**config.mk**
```make
export PLATFORM = sky130hd
export DESIGN_NAME = ngbo_front
export DESIGN_NICKNAME = d
export VERILOG_FILES = /design/src/ngbo_pkg.sv /design/src/ngbo_front.sv
export SDC_FILE = /design/constraint.sdc
export NUM_CORES = 1
export LEC_CHECK = 0
export BUFFER_PORTS_ARGS = -buffer_cell sky130_fd_sc_hd__buf_2
export CORE_AREA = 3 3 153 155
export CTS_CLUSTER_SIZE = 24
export DETAILED_ROUTE_END_ITERATION = 10
export DIE_AREA = 0 0 156 158
export PLACE_DENSITY = 0.58
export SETUP_SLACK_MARGIN = 0.1
export SYNTH_ARGS = -nofsm -noshare
export SYNTH_HDL_FRONTEND = slang
export SYNTH_SLANG_ARGS = --single-unit
```
**constraint.sdc**
```tcl
create_clock -name clock -period 2.5 [get_ports clock]
set_input_delay 0.125 -clock clock [delete_from_list [all_inputs] [get_ports clock]]
set_output_delay 0.125 -clock clock [all_outputs]
set_load 0.01 [all_outputs]
```
**src/ngbo_pkg.sv**
```systemverilog
// ----------------------------------------------------------------------------
// ngbo_pkg
// Shared types and constants for the n-gram back-off lookup.
// ----------------------------------------------------------------------------
package ngbo_pkg;

   localparam int GRAM_WORDS = 4;
   localparam int WORD_W     = 16;
   localparam int LOG_W      = 32;
   localparam int CS_W       = 17;
   localparam int CFG_W      = 17;
   localparam int LEN_W      = 3;
   localparam int NODE_W     = WORD_W + LOG_W + LOG_W + CS_W;

   localparam logic REQ_WRITE = 1'b0;
   localparam logic REQ_QUERY = 1'b1;

   localparam logic CSR_VOCAB_SIZE = 1'b0;
   localparam logic CSR_NODE_COUNT = 1'b1;

   typedef struct packed {
      logic                                is_query;
      logic                                bad;
      logic [LEN_W-1:0]                    len;
      logic [WORD_W-1:0]                   addr;
      logic [WORD_W-1:0]                   word;
      logic signed [LOG_W-1:0]             node_lp;
      logic signed [LOG_W-1:0]             node_bo;
      logic signed [CS_W-1:0]              child_start;
      logic [GRAM_WORDS-1:0][WORD_W-1:0]   words;
   } cmd_type;

   typedef enum logic [3:0] {
      ST_IDLE,
      ST_STEP,
      ST_CS_LO,
      ST_CS_HI,
      ST_SEARCH,
      ST_BIN,
      ST_LIN,
      ST_END,
      ST_ACC,
      ST_RESULT
   } state_type;

endpackage

```
**src/ngbo_front.sv**
```systemverilog
// ----------------------------------------------------------------------------
// ngbo_front
// Configuration registers, request classification and word range check.
// ----------------------------------------------------------------------------
module ngbo_front import ngbo_pkg::*; #(
   parameter int MAX_ORDER = 4
) (
   input  logic                    clock,
   input  logic                    reset,
   input  logic                    csr_we,
   input  logic                    csr_addr,
   input  logic [CFG_W-1:0]        csr_wdata,
   input  logic                    req_type,
   input  logic [WORD_W-1:0]       req_node_addr,
   input  logic [WORD_W-1:0]       req_node_word,
   input  logic signed [LOG_W-1:0] req_node_log_prob,
   input  logic signed [LOG_W-1:0] req_node_back_off,
   input  logic signed [CS_W-1:0]  req_node_child_start,
   input  logic [LEN_W-1:0]        req_gram_len,
   input  logic [WORD_W-1:0]       req_gram_word_0,
   input  logic [WORD_W-1:0]       req_gram_word_1,
   input  logic [WORD_W-1:0]       req_gram_word_2,
   input  logic [WORD_W-1:0]       req_gram_word_3,
   output cmd_type                 cmd,
   output logic [CFG_W-1:0]        node_count
);

   localparam int MAXLEN = (MAX_ORDER < GRAM_WORDS) ? MAX_ORDER : GRAM_WORDS;

   logic [CFG_W-1:0] vocab_ff, vocab_in;
   logic [CFG_W-1:0] nodes_ff, nodes_in;
   logic [LEN_W-1:0] len;
   logic             bad;
   logic [GRAM_WORDS-1:0][WORD_W-1:0] words;

   always_ff @(posedge clock) begin
      if (reset) begin
         vocab_ff <= CFG_W'(1);
         nodes_ff <= CFG_W'(1);
      end else begin
         vocab_ff <= vocab_in;
         nodes_ff <= nodes_in;
      end
   end

   always_comb begin
      vocab_in = vocab_ff;
      nodes_in = nodes_ff;
      if (csr_we) begin
         unique case (csr_addr)
            CSR_VOCAB_SIZE: vocab_in = csr_wdata;
            CSR_NODE_COUNT: nodes_in = csr_wdata;
            default: ;
         endcase
      end
   end

   assign words = {req_gram_word_3, req_gram_word_2, req_gram_word_1, req_gram_word_0};

   always_comb begin
      if (req_gram_len == '0) begin
         len = LEN_W'(1);
      end else if (req_gram_len > LEN_W'(MAXLEN)) begin
         len = LEN_W'(MAXLEN);
      end else begin
         len = req_gram_len;
      end
      bad = 1'b0;
      for (int k = 0; k < GRAM_WORDS; k++) begin
         if ((LEN_W'(k) < len) && ({1'b0, words[k]} >= vocab_ff)) begin
            bad = 1'b1;
         end
      end
   end

   always_comb begin
      cmd.is_query    = (req_type == REQ_QUERY);
      cmd.bad         = bad;
      cmd.len         = len;
      cmd.addr        = req_node_addr;
      cmd.word        = req_node_word;
      cmd.node_lp     = req_node_log_prob;
      cmd.node_bo     = req_node_back_off;
      cmd.child_start = req_node_child_start;
      cmd.words       = words;
   end

   assign node_count = nodes_ff;

endmodule

```
* Word level (Yosys, flattened, before mapping)
Index checks and enable logic that the tools add are counted.
** Word-level totals
- Register bits after elaboration :: 34
- Output and inout bits :: 199
- Input bits :: 202
** Operators by class
- Bitwise logic cells :: 1
- Muxes and demuxes :: 6
- Reductions and logical operators :: 7
- $lt $le $gt $ge :: 9
** Operator list (number)
- 16-bit by 17-bit greater-or-equal comparator with 1-bit output :: 4
- 1-bit by 3-bit less-than comparator with 1-bit output, first input constant :: 2
- 2-bit by 3-bit less-than comparator with 1-bit output, first input constant :: 2
- 3-bit two-way mux :: 2
- 1-bit logical AND :: 4
- 1-bit two-way mux :: 4
- 2-bit AND reduction :: 2
- 3-bit greater-than comparator, second input constant :: 1
- 3-bit zero test :: 1
- 1-bit inverter :: 1

* Depth between registers and ports, before layout
- Depth in word-level cells :: 9
- Gate-level depth with buffers :: 8
- Depth with buffers taken out :: 7

* Worst setup path before layout
Ideal clock, no wire load.
- Kind :: register -> output
- From :: register vocab_ff[11]
- To :: output port cmd[180] (netlist bit)
- Path buffers :: 1
- Data required time :: 2.375 ns
- Path slack :: 0.411 ns
- Arrival time :: 1.964 ns
- Cell stages (with the launch flop) :: 9
- Cells stage by stage :: dfxtp_1 -> inv_1 -> ha_1 -> nand4_1 -> or4_1 -> a221o_1 -> o2111a_1 -> nand4_1 -> buf_4
** On the way
- Word-level cells in the longest chain between the ends :: 6
- Elaborated cells between the ends (all ways) :: 12
** RTL lines
- start, declared :: line ngbo_front.sv:30 : logic [CFG_W-1:0] vocab_ff, vocab_in;
- start signal, assigned :: line ngbo_front.sv:41 : vocab_ff <= vocab_in;
- 16-bit by 17-bit greater-or-equal comparator with 1-bit output :: line ngbo_front.sv:70 : if ((LEN_W'(k) < len) && ({1'b0, words[k]} >= vocab_ff)) begin
- 1-bit logical AND :: line ngbo_front.sv:70
- 1-bit two-way mux (3 in a row) :: line ngbo_front.sv:70
- 1-bit two-way mux (*) :: line ngbo_front.sv:70
- end, declared :: line ngbo_front.sv:24 : output cmd_type cmd,
Every way passes the cells marked *; elsewhere a longest branch is shown, timed or not.

==> flow_summary.ini <==
[yosys]
syn_area_um2 = 4030
ys_async_sr_fraction_pct = 0
ys_ff_latch = 34
synth_edf_count = 0
synth.avg_cell_area_um2 = 7.72
syn-num-nets = 788
synthCells = 522
synthTopCellsByArea = buf_4 33%, ha_1 20%, dfxtp_1 17%
ys_warn_count = 0
yosys-top-cells-count = 179 x buf_4, 78 x nand2_1, 64 x ha_1, 49 x a21oi_1, 34 x dfxtp_1
synth_cell_type_count = 34
synth_most_common_cell = buf_4
synth_top_area_share_pct = 33.4
synth_ff_type = dfxtp_1
yosys.area.top_type = buf_4
yosysSeqAreaShare_pct = 16.9

[worst_setup_path]
endpoint_kind = output port
worstSetupPathType = register to output port
reg2regPathDepth = 2
timing.rr.end = vocab_ff[16]
arrival_ps = 2250
required_ps = 2380
crit_fanout = 4
crit_path_start_kind = register
ff2ff_setup_slack_ps = 1650
reg2reg_from = vocab_ff[16]
setup.worst_path.end = cmd[180]
worstSetupStartpoint = vocab_ff[14]

[finish]
num-nets-final = 779
stdcell_area_um2 = 4200
fillers = 2482
final_core_util_pct = 19.1
drive_gt1_share_pct = 42.6
area_delta_synth_final_pct = 4.26
diodes = 0

[placement]
dpl-instance-area_um2 = 3850
dp_hpwl_um = 11800
port_buffers = 172
globalplace.congestion = 0.840

[die]
die_h_um = 158
ios = 401
die_width_um = 156
fp-row-count = 54
initial_utilization_pct = 18.3
core_um2 = 22000
dieArea_um2 = 24600

[power]
clockPowerShare_pct = 37.2
powerDensity_nw_per_um2 = 433
sequentialPowerShare_pct = 32.4
pwr-share-comb_pct = 30.4
power.leakage_nw = 1.95
p_sw_w = 0.000555
swShare_pct = 30.5
peakVddDrop_v = 0.000221
p_int_w = 0.00126

[global_route]
grt_pass1_wl_um = 19600
grt_max_degree = 35
grt_pass1_vias = 3209
grt.total_usage_pct = 10.7
antenna_found_initial = 0
gr-total-overflow = 0

[detailed_routing]
vias = 3120
routed_via_density = 3.93
drc = 0
post_drt_wl_per_cell_um = 17.2
routed_wl_um = 13700
dr.pass1.iters = 4
postRouteAntennaNets = 0
drt_iter0_drc = 87

[hold_path]
min_from = csr_wdata[0]
min_path_type = primary input to register

[clock_network]
cts_tree = built
cts_buffer_depth = 2
clkTransAtPathRegs_ps = 50
clkLatencyLatePin_ps = 270
ctsHtreeMaxLevel = 2
cts_made_buffers = 5
cts_num_sinks = 34
clock_tree.root_cell = clkbuf_16

[timing]
slew_headroom_pct = 50.9
setup_viol_count_final = 0
period_needed_ps = 2370
setup_tns_ps = 0
grt_setup_unrepaired = true
fin_hold_ws_ps = 96.9
clock.fmax_ghz = 0.422
skew_ps = 0
slew_viol_final = 0
finalCritPeriodShare_pct = 94.8
finalHoldViolations = 0
worst_pin_slew_ps = 736

[status]
status = finished clean

[flow_run]
cap_violations = 0
-- how the worst min path moves through the flow --
stage	endpoint	slack, ps	cells after the start
global route	node_count[3]	100	3
floorplan	vocab_ff[0]	250	2
global placement	cmd[104]	250	0
CTS	node_count[0]	90	3
detailed placement	cmd[104]	250	0
finish	node_count[0]	100	3
-- per-layer routing --
layer  up-vias  track usage [%]  routed length, µm
met5         -             1.19                 40
met2       175             16.8               6000
met3        32             3.94               1160
met4         2             2.61                229
li1       1554                -                  -
met1      1357             13.8               6270
-- cells in the final DEF, fill, tap and decap left out, drive strengths merged, types with 2 or more instances in the layout --
cell / n
nand2b: 4
dfxtp: 34
o21ai: 6
nor2: 10
inv: 22
buf: 176
a21o: 10
a21oi: 49
nand2: 78
nor2b: 5
clkbuf: 8
and2: 2
nand4: 9
ha: 64
o21bai: 2
a211oi: 5
nand3b: 2
nand3: 9
nor3: 2
o31ai: 3
a2111oi: 2
-- stage by stage --
step,power (W),setup WS (ps),std cells
CTS,0.00186,100,793
floorplan,0.00113,411,522
detailed placement,0.00113,171,783
global route,0.00196,11.3,794
finish,0.00182,130,794
global placement,0.00112,203,783
-- layout make-up --
class	instances	area [µm²]	share of cell area [%]
multi-input combinational	274	2010	47.8
tap	280	350	8.34
timing repair buffer	176	893	21.3
inverter	22	90.1	2.15
sequential	34	692	16.5
clock buffer	8	166	3.96
-- cell families after synthesis --
| family | share of synthesized area (%) |
|---|---|
| compound gates | 12.5 |
| fa+ha+maj | 19.9 |
| buf+inv | 36.7 |
| flops | 16.9 |
| simple gates | 14.1 |
-- timing repair --
| action | CTS | global route |
|---|---|---|
| endpoints found under the setup margin | 1 | 1 |
| pin swaps | 4 | 1 |
| buffers inserted | 2 | 1 |
| hold buffers | 0 | 0 |
| resized for setup | 35 | 5 |
| hold endpoints to repair | 0 | 0 |
-- flip-flops by register name, indices dropped and copies added, names as in the netlist --
name / flops
vocab_ff: 17
node_count: 17
-- power by group through the flow --
stage | Clock [W] | Sequential [W] | Combinational [W]
floorplan | 0 | 0.000597 | 0.000531
global placement | 0 | 0.000596 | 0.000524
detailed placement | 0 | 0.000597 | 0.000532
CTS | 0.000711 | 0.000589 | 0.000560
global route | 0.000733 | 0.000592 | 0.000636
finish | 0.000677 | 0.000589 | 0.000553
-- critical path, stage by stage, from the launching register on --
cell      delay, ps
dfxtp_2         350
inv_4            60
ha_4            270
nand4_1          80
or4_1           530
a221o_1         330
o2111a_1        130
nand4_1          90
buf_4           130
(Power assumes the default switching activity.)
