[src/ngbo_pkg.sv]
// ----------------------------------------------------------------------------
// ngbo_pkg
// Shared types and constants for the n-gram back-off lookup.
// ----------------------------------------------------------------------------
package ngbo_pkg;

   localparam int GRAM_WORDS = 4;
   localparam int WORD_W     = 16;
   localparam int LOG_W      = 32;
   localparam int CS_W       = 17;
   localparam int CFG_W      = 17;
   localparam int LEN_W      = 3;
   localparam int NODE_W     = WORD_W + LOG_W + LOG_W + CS_W;

   localparam logic REQ_WRITE = 1'b0;
   localparam logic REQ_QUERY = 1'b1;

   localparam logic CSR_VOCAB_SIZE = 1'b0;
   localparam logic CSR_NODE_COUNT = 1'b1;

   typedef struct packed {
      logic                                is_query;
      logic                                bad;
      logic [LEN_W-1:0]                    len;
      logic [WORD_W-1:0]                   addr;
      logic [WORD_W-1:0]                   word;
      logic signed [LOG_W-1:0]             node_lp;
      logic signed [LOG_W-1:0]             node_bo;
      logic signed [CS_W-1:0]              child_start;
      logic [GRAM_WORDS-1:0][WORD_W-1:0]   words;
   } cmd_type;

   typedef enum logic [3:0] {
      ST_IDLE,
      ST_STEP,
      ST_CS_LO,
      ST_CS_HI,
      ST_SEARCH,
      ST_BIN,
      ST_LIN,
      ST_END,
      ST_ACC,
      ST_RESULT
   } state_type;

endpackage

[src/ngbo_fifo.sv]
// ----------------------------------------------------------------------------
// ngbo_fifo
// Two-entry command queue between front and back.
// ----------------------------------------------------------------------------
module ngbo_fifo import ngbo_pkg::*; (
   input  logic    clock,
   input  logic    reset,
   input  logic    push,
   input  cmd_type push_data,
   output logic    full,
   input  logic    pop,
   output cmd_type pop_data,
   output logic    empty
);

   cmd_type    slot_ff [2];
   logic       wptr_ff, wptr_in;
   logic       rptr_ff, rptr_in;
   logic [1:0] count_ff, count_in;
   logic       do_push, do_pop;

   assign full     = (count_ff == 2'd2);
   assign empty    = (count_ff == 2'd0);
   assign do_push  = push && !full;
   assign do_pop   = pop && !empty;
   assign pop_data = slot_ff[rptr_ff];

   always_comb begin
      wptr_in  = wptr_ff ^ do_push;
      rptr_in  = rptr_ff ^ do_pop;
      count_in = count_ff + {1'b0, do_push} - {1'b0, do_pop};
   end

   always_ff @(posedge clock) begin
      if (reset) begin
         wptr_ff  <= 1'b0;
         rptr_ff  <= 1'b0;
         count_ff <= 2'd0;
      end else begin
         wptr_ff  <= wptr_in;
         rptr_ff  <= rptr_in;
         count_ff <= count_in;
      end
   end

   always_ff @(posedge clock) begin
      if (do_push) begin
         slot_ff[wptr_ff] <= push_data;
      end
   end

endmodule

[config.mk]
export PLATFORM = sky130hd
export DESIGN_NAME = ngbo_fifo
export DESIGN_NICKNAME = d
export VERILOG_FILES = /design/src/ngbo_pkg.sv /design/src/ngbo_fifo.sv
export SDC_FILE = /design/constraint.sdc
export NUM_CORES = 1
export LEC_CHECK = 0
export BUFFER_PORTS_ARGS = -buffer_cell sky130_fd_sc_hd__buf_4
export CAP_MARGIN = 20
export CORE_ASPECT_RATIO = 0.8
export CORE_MARGIN = 4
export CORE_UTILIZATION = 50
export DETAILED_ROUTE_END_ITERATION = 10
export GPL_TIMING_DRIVEN = 0
export PLACE_DENSITY = 0.86
export SKIP_LAST_GASP = 1
export SYNTH_ARGS = -nofsm -noshare
export SYNTH_HDL_FRONTEND = slang
export SYNTH_SLANG_ARGS = --single-unit
export TNS_END_PERCENT = 5
[constraint.sdc]
create_clock -name clock -period 7.4 [get_ports clock]
set_input_delay 1.11 -clock clock [delete_from_list [all_inputs] [get_ports clock]]
set_output_delay 1.11 -clock clock [all_outputs]
set_load 0.1 [all_outputs]
; ---- Word-level counts from Yosys, hierarchy flattened
; Memories as Yosys holds them, arrays and structs flattened. A register that Yosys moved wholly into a read port is not among the register bits.
; Cells that the tools add are included.
[totals]
register_bits = 4
mem_bits_rw = 364
inputBits = 186
output_inout_bits = 184
wordCells = 17
n_memories = 1
[memory_table]
columns = memory, words, word_bits, read_ports, rd_clocked_by_memory_dff, write_ports, line_no
row1 = slot_ff, 2, 182, 1, 1, 1, ngbo_fifo.sv:16  ; cmd_type slot_ff [2];
[op_classes]
addsub = 2
eq_ne = 1
mux = 3
n_bitwise = 2
reduce_logical = 5
[op_table]
columns = cell, count
row1 = $mux W1, 3
row2 = $add A2 B1 Y2, 1
row3 = $eq A2 B2 Y1 const B, 1
row4 = $logic_and A1 B1 Y1, 2
row5 = $logic_not A1 Y1, 2
row6 = $logic_not A2 Y1, 1
row7 = $sub A2 B1 Y2, 1
row8 = $xor A1 B1 Y1, 2

; ---- Depth between registers and ports, before layout
; Gate-level depths: netlist of the first run.
[logic_depth]
depth_word = 5
mapped_depth = 7
mapped_depth_nobuf = 7

; ---- Worst setup path before layout of the first run
; OpenSTA, ideal clock, no wires.
[synth_path]
path_type = input -> register
startpoint = in push
endpoint = mem slot_ff[1][0] (netlist bit), enable pin
setup_time_ns = 0.565
t_arrival_ns = 5.463
required_ns = 6.835
path_slack_ns = 1.372
path_stages = 2
path_buffers = 0
cell_sequence = and2_1 ha_1
[synth_via]
elab_chain_cells = 3
[synth_rtl]
columns = item, line_no
row1 = from (decl), ngbo_fifo.sv:8  ; input logic push,
row2 = $logic_and A1 B1 Y1, ngbo_fifo.sv:24  ; assign do_push = push && !full;
row3 = $mux W1, ngbo_fifo.sv:47  ; if (do_push) begin
row4 = $mux W1 (not written as such), ngbo_fifo.sv:48  ; slot_ff[wptr_ff] <= push_data;
row5 = to (decl), ngbo_fifo.sv:16
; Every way passes these cells.

==> impl_summary.log, run 1 <==
INFO  metric report.final.setup_viol = 0
INFO  metric setup_tns = 0 ps
INFO  metric fin_util = 0.679
INFO  metric crit_arrival = 1990 ps
INFO  metric worst_clock_skew = 15.2 ps
INFO  metric holdPathStages = 3
INFO  metric drive_above_1_share = 0.613
INFO  metric cp_data_required_time = 6290 ps
INFO  metric critPathMaxFanout = 10
INFO  metric cts_root_buf = sky130_fd_sc_hd__clkbuf_16
INFO  metric grt_remaining_overflow = 0
INFO  metric area_delta_synth_final = 33.4%
INFO  metric final-instance-count-excl-fill = 1383
INFO  metric floorplan.rows = 53
INFO  metric fp.dieArea = around 0.03 mm2
INFO  metric startpoint_type = flip-flop
INFO  metric globalRouteTotalUtil = 0.185
INFO  metric final_cell_mix = sky130_fd_sc_hd__buf_4, sky130_fd_sc_hd__edfxtp_1, sky130_fd_sc_hd__mux2_2
INFO  metric post-place-ws = 4390 ps
INFO  metric layout_commonest_cell = sky130_fd_sc_hd__buf_4
INFO  metric final_min_period_over_clock_period = 0.418
INFO  metric timing.max_slew.rel_slack = 0.376
INFO  metric grt_setup_unrepaired = no
INFO  metric post-route-min-period = 3100 ps
INFO  metric finalHoldViolations = 0
INFO  metric cts_htree_levels = 2
INFO  metric finish.net_count = 1190
INFO  metric cts_buffers = 36
INFO  metric postRouteWirelength = 28700 um
INFO  metric ir_drop = 0.411 mV
INFO  metric worst-setup-path-type = reg2out
INFO  metric core = 0.0263 mm2
INFO  metric fmax = 0.323 GHz
INFO  metric static-leakage-power = 6.67 nW
INFO  metric detailedRoute.firstIterationViolations = 359
INFO  metric worstSkewPairLatency = 500 ps
INFO  metric ant_nets = 0
INFO  metric boundaryPins = 370
INFO  metric clk_buf_depth = 3
INFO  metric tritoncts = yes
INFO  metric routed_via_density = around 5.0
INFO  metric synthesis.instances = 589
INFO  metric grt_pass1_wl = approximately 42000 um
INFO  metric cts.clk_slew.worst_paths = approximately 60 ps
INFO  metric synth-seq-area-share = 0.822
INFO  metric gp_routability_congestion = 0.756
INFO  metric die_width = 191 um
INFO  metric tritoncts_num_sinks = around 370
INFO  metric timing.reg2reg.worst_path_depth = 4
INFO  metric routed_wire_length_per_instance = 20.7 um
INFO  metric finalPower = 8.03 mW
INFO  metric vias_in_the_first_global_route = between 7000 and 8000
INFO  metric synth-warning-count = 0
INFO  metric vias = 6905
INFO  metric max-cap-violations = 0
INFO  metric number_of_synthesized_register_bits = 368
INFO  metric grt_max_degree = 64
INFO  metric initial_antenna_violation_count = 1
INFO  metric critPathCaptureType = primary output
INFO  metric cts_resized = 0
INFO  metric place.detailed.instances = 1319
INFO  metric setup_slack = between 4000 and 5000 ps
INFO  metric die_height = 154 um
INFO  metric hold_class = reg2reg
INFO  metric drv_slew = 0
INFO  metric starting_density_of_the_core = 0.509
INFO  metric remaining_drc_errors = 0
INFO  metric detailedRoute.firstPassIterationCount = 6
INFO  metric dpl.hpwl = 19700 um
INFO  metric synth.avg_cell_area = 22.7 um2
INFO  metric holdBufCountCts = 0
INFO  metric syn_area = ~0.013 mm2
INFO  metric synth_cell_type_count = 15
INFO  metric syn-num-nets = 779
INFO  metric status = finished, final reports clean
INFO  metric max_slew.worst_pin.slew = 936 ps
INFO  metric post_cts_repair_timing_setup_buffer_count = 0
INFO  metric p_per_area = 450 mW/mm2
INFO  metric numPortBuffers = 369
[cells by family after synthesis]
group | synth area share
simple gates | 0.00327
fa+ha+maj | 0.00374
xor+xnor | 0.00168
flops | 0.822
mux | 0.154
compound gates | 0.000561
buf+inv | 0.0148
[cell type report]
type / count / area (um2)
repair buffers: 373 / 2880
inverters: 3 / 11.3
clock inverters: 21 / 180
multi-input cells: 198 / 2210
plain buffers: 20 / 186
fillers: 1633 / 8450
clock buffers: 42 / 945
diodes: 1 / 2.50
flip-flops and latches: 368 / 11000
well taps: 357 / 447
[synthesized netlist by cell type]
| master | instances | area, um2 |
|---|---|---|
| sky130_fd_sc_hd__edfxtp_1 | 364 | 10900 |
| sky130_fd_sc_hd__mux2_2 | 183 | 2060 |
| sky130_fd_sc_hd__buf_6 | 11 | 124 |
| sky130_fd_sc_hd__buf_4 | 7 | 52.6 |
| sky130_fd_sc_hd__dfxtp_1 | 4 | 80.1 |
| sky130_fd_sc_hd__ha_1 | 4 | 50.1 |
| sky130_fd_sc_hd__nor2_1 | 4 | 15.0 |
| sky130_fd_sc_hd__inv_1 | 3 | 11.3 |
| sky130_fd_sc_hd__buf_2 | 2 | 10.0 |
| sky130_fd_sc_hd__nor2b_1 | 2 | 12.5 |
| sky130_fd_sc_hd__and2_1 | 1 | 6.26 |
| sky130_fd_sc_hd__nand2_1 | 1 | 3.75 |
| sky130_fd_sc_hd__nand2b_1 | 1 | 6.26 |
| sky130_fd_sc_hd__o21a_1 | 1 | 7.51 |
| sky130_fd_sc_hd__xnor3_1 | 1 | 22.5 |
[flip-flops by register name (all words and copies together), names as in the netlist]
register and count:
count_ff 2, rptr_ff 1, slot_ff 364, wptr_ff 1
[stage by stage]
| step | hold WS (ps) | instance area, um2 |
|---|---|---|
| floorplan | 532 | 13400 |
| global placement | 559 | 16600 |
| detailed placement | 634 | 16700 |
| CTS | 656 | 17900 |
| global route | 674 | 17900 |
| finish | 646 | 17900 |
[worst max-delay path, cell delays in order, from the launching register on]
cell                      delay [ps]
sky130_fd_sc_hd__dfxtp_1         370
sky130_fd_sc_hd__buf_4           280
sky130_fd_sc_hd__buf_6           210
sky130_fd_sc_hd__mux2_2          380
sky130_fd_sc_hd__buf_4           250
[worst paths after layout]
path | slack (ps) | to | startpoint
hold / removal | 650 | wptr_ff | wptr_ff
hold reg to reg | 650 | wptr_ff | wptr_ff
setup / recovery | 4300 | pop_data[117] | rptr_ff
setup reg to reg | 5060 | slot_ff[0][22] | count_ff[0]
[routing by layer]
| metal | global-route usage | vias up | share of wire |
|---|---|---|---|
| li1 | - | 3166 | - |
| met1 | 0.208 | 3406 | 0.37 |
| met2 | 0.325 | 280 | 0.50 |
| met3 | 0.0713 | 53 | 0.10 |
| met4 | 0.0615 | 0 | 0.028 |
| met5 | 0 | - | 0 |
[report_power, final]
part	internal (mW)	leakage (nW)	total (mW)	switching, mW
logic	0.821	2.69	3.60	2.78
registers	2.64	3.43	2.71	0.0651
clock network	1.02	0.553	1.73	0.708
total	4.48	6.67	8.03	3.55
Note: power is estimated with default switching activity, not from simulation.
==> run 2, diff against run 1 <==
- CORE_UTILIZATION: 50 -> 47
- PLACE_DENSITY: 0.86 -> 0.85
- clock period: 7.4 -> 2.5 ns (I/O delays scaled with it)
==> impl_summary.log, run 2 (synthesized netlist as in run 1, its figures left out) <==
INFO  metric status = finished, final reports clean
INFO  metric num_antenna_cells = 0
INFO  metric floorplan.rows = 54
INFO  metric report.final.setup_viol = 0
INFO  metric fmax = 0.421 GHz
INFO  metric whs = between 40 and 50 ps
INFO  metric fin_util = 0.646
INFO  metric routed_via_density = 5.04
INFO  metric critPathMaxFanout = 10
INFO  metric static-leakage-power = around 6.7 nW
INFO  metric initial_antenna_violation_count = 0
INFO  metric grt_remaining_overflow = 0
INFO  metric post-route-min-period = 2380 ps
INFO  metric grt_pass1_wl = around 44000 um
INFO  metric top_register = slot_ff
INFO  metric worst_reg2reg_path_startpoint = count_ff[0]
INFO  metric cts_htree_levels = 2
INFO  metric timing.max_slew.rel_slack = 0.389
INFO  metric gp_routability_congestion = 0.769
INFO  metric clk_buf_depth = 3
INFO  metric boundaryPins = 370
INFO  metric grt_max_degree = 65
INFO  metric detailedRoute.firstIterationViolations = between 300 and 400
INFO  metric fp.dieArea = 0.0313 mm2
INFO  metric worstSkewPairLatency = 500 ps
INFO  metric detailedRoute.firstPassIterationCount = 4
INFO  metric tritoncts = yes
INFO  metric max-cap-violations = 0
INFO  metric rr_endpoint = slot_ff[0][60]
INFO  metric grt_setup_unrepaired = yes
INFO  metric vias = 7016
INFO  metric layout_commonest_cell = sky130_fd_sc_hd__buf_4
INFO  metric holdCritStartpoint = push_data[129]
INFO  metric max_slew.worst_pin.slew = 917 ps
INFO  metric holdPathStages = 1
INFO  metric routed_wire_length_per_instance = ~22 um
INFO  metric cts_buffers = 36
INFO  metric critPathCaptureType = primary output
INFO  metric area_delta_synth_final = 33.4%
INFO  metric globalRouteTotalUtil = 0.184
INFO  metric drive_above_1_share = 0.613
INFO  metric die_height = around 160 um
INFO  metric p_per_area = between 1000 and 1500 mW/mm2
INFO  metric cts.clk_slew.worst_paths = around 70 ps
INFO  metric crit_arrival = 2000 ps
INFO  metric timing.hold.worst_endpoint = slot_ff[1][129]
INFO  metric place.detailed.instances = 1326
INFO  metric post-place-ws = -156 ps
INFO  metric hold_class = in2reg
INFO  metric worst-setup-path-type = reg2out
INFO  metric tritoncts_num_sinks = 368
INFO  metric numPortBuffers = 369
INFO  metric setup_slack = 122 ps
INFO  metric ir_drop = 1.15 mV
INFO  metric final_min_period_over_clock_period = 0.951
INFO  metric final-instance-count-excl-fill = 1392
INFO  metric cp_data_required_time = 2120 ps
INFO  metric dpl.hpwl = 21200 um
INFO  metric final_area = 0.0179 mm2
INFO  metric startpoint_type = flip-flop
INFO  metric finalHoldViolations = 0
INFO  metric worst_clock_skew = 11.0 ps
INFO  metric timing.reg2reg.worst_path_depth = 5
INFO  metric finish.net_count = 1191
INFO  metric die_width = 197 um
INFO  metric starting_density_of_the_core = 0.485
INFO  metric largest_register_ff_count = 364
INFO  metric ant_nets = 0
INFO  metric timing.reg2reg.setup_slack = 170 ps
INFO  metric holdBufCountCts = 0
INFO  metric placedInstanceArea = around 0.017 mm2
INFO  metric cts_root_buf = sky130_fd_sc_hd__clkbuf_16
INFO  metric final_cell_mix = sky130_fd_sc_hd__buf_4, sky130_fd_sc_hd__edfxtp_1, sky130_fd_sc_hd__mux2_2
INFO  metric reg.largest.list = slot_ff: 364 flops, count_ff: 2 flops
INFO  metric vias_in_the_first_global_route = ~7600
INFO  metric drv_slew = 0
INFO  metric fill_cells = about 1800
INFO  metric remaining_drc_errors = 0
INFO  metric core = between 0.02 and 0.03 mm2
INFO  metric postRouteWirelength = about 30000 um
[run 2: cell types whose count changed in the layout (fill, tap and decap cells not counted), moves of 2 or more]
cell / previous run / this run
sky130_fd_sc_hd__clkinv_2: 7 / 10
sky130_fd_sc_hd__clkbuf_1: 5 / 9
sky130_fd_sc_hd__clkinv_1: 8 / 5
sky130_fd_sc_hd__bufinv_16: 3 / 1
[run 2: how the worst max path moves through the flow]
stage	start	endpoint	slack, ps	cells after the start
floorplan	count_ff[0]	slot_ff[1][0]	-930	3
global placement	count_ff[0]	slot_ff[0][101]	-2220	3
detailed placement	count_ff[0]	slot_ff[0][117]	-160	5
global route	count_ff[0]	slot_ff[0][118]	-20	5
finish	rptr_ff	pop_data[155]	120	4
CTS	rptr_ff	pop_data[65]	20	4
[run 2: final cells by class]
type | count | area [um2] | share of cell area
Sequential cell | 368 | 11000 | 0.616
Timing Repair Buffer | 374 | 2900 | 0.162
Multi-Input combinational cell | 198 | 2210 | 0.124
Clock buffer | 46 | 960 | 0.0537
Tap cell | 364 | 455 | 0.0255
Buffer | 20 | 190 | 0.0106
Clock inverter | 19 | 124 | 0.00694
Inverter | 3 | 11.3 | 0.000630
[run 2: per-layer routing]
metal	wire length, um	global-route usage
met1	11100	0.216
met4	1110	0.0684
met3	3520	0.0812
met5	0	0
met2	14500	0.301
[run 2: power by group]
group / switching, mW / internal, mW / total (mW) / leakage (nW)
Clock: 2.17 / 2.83 / 5.00 / 0.537
Combinational: 8.28 / 2.45 / 10.7 / 2.70
Sequential: 0.198 / 7.82 / 8.02 / 3.43
[run 2: critical path: stages (launching register included)]
cell and delay [ps]:
sky130_fd_sc_hd__dfxtp_1 400, sky130_fd_sc_hd__buf_4 230, sky130_fd_sc_hd__buf_4 220, sky130_fd_sc_hd__mux2_2 390
sky130_fd_sc_hd__buf_4 240
[run 2: what timing repair did]
action,in CTS,in global routing
setup endpoints to repair,62,44
gates cloned,0,0
resized for setup,0,1
setup buffers,1,0
pin swaps,1,0
[run 2: through the flow]
stage | TNS (ps) | power [mW]
after detailed placement | -9160 | 18.9
after CTS | 0 | 23.9
after floorplan | -337630 | 16.6
after global routing | -169 | 24.5
final | 0 | 23.7
after global placement | -798650 | 18.8
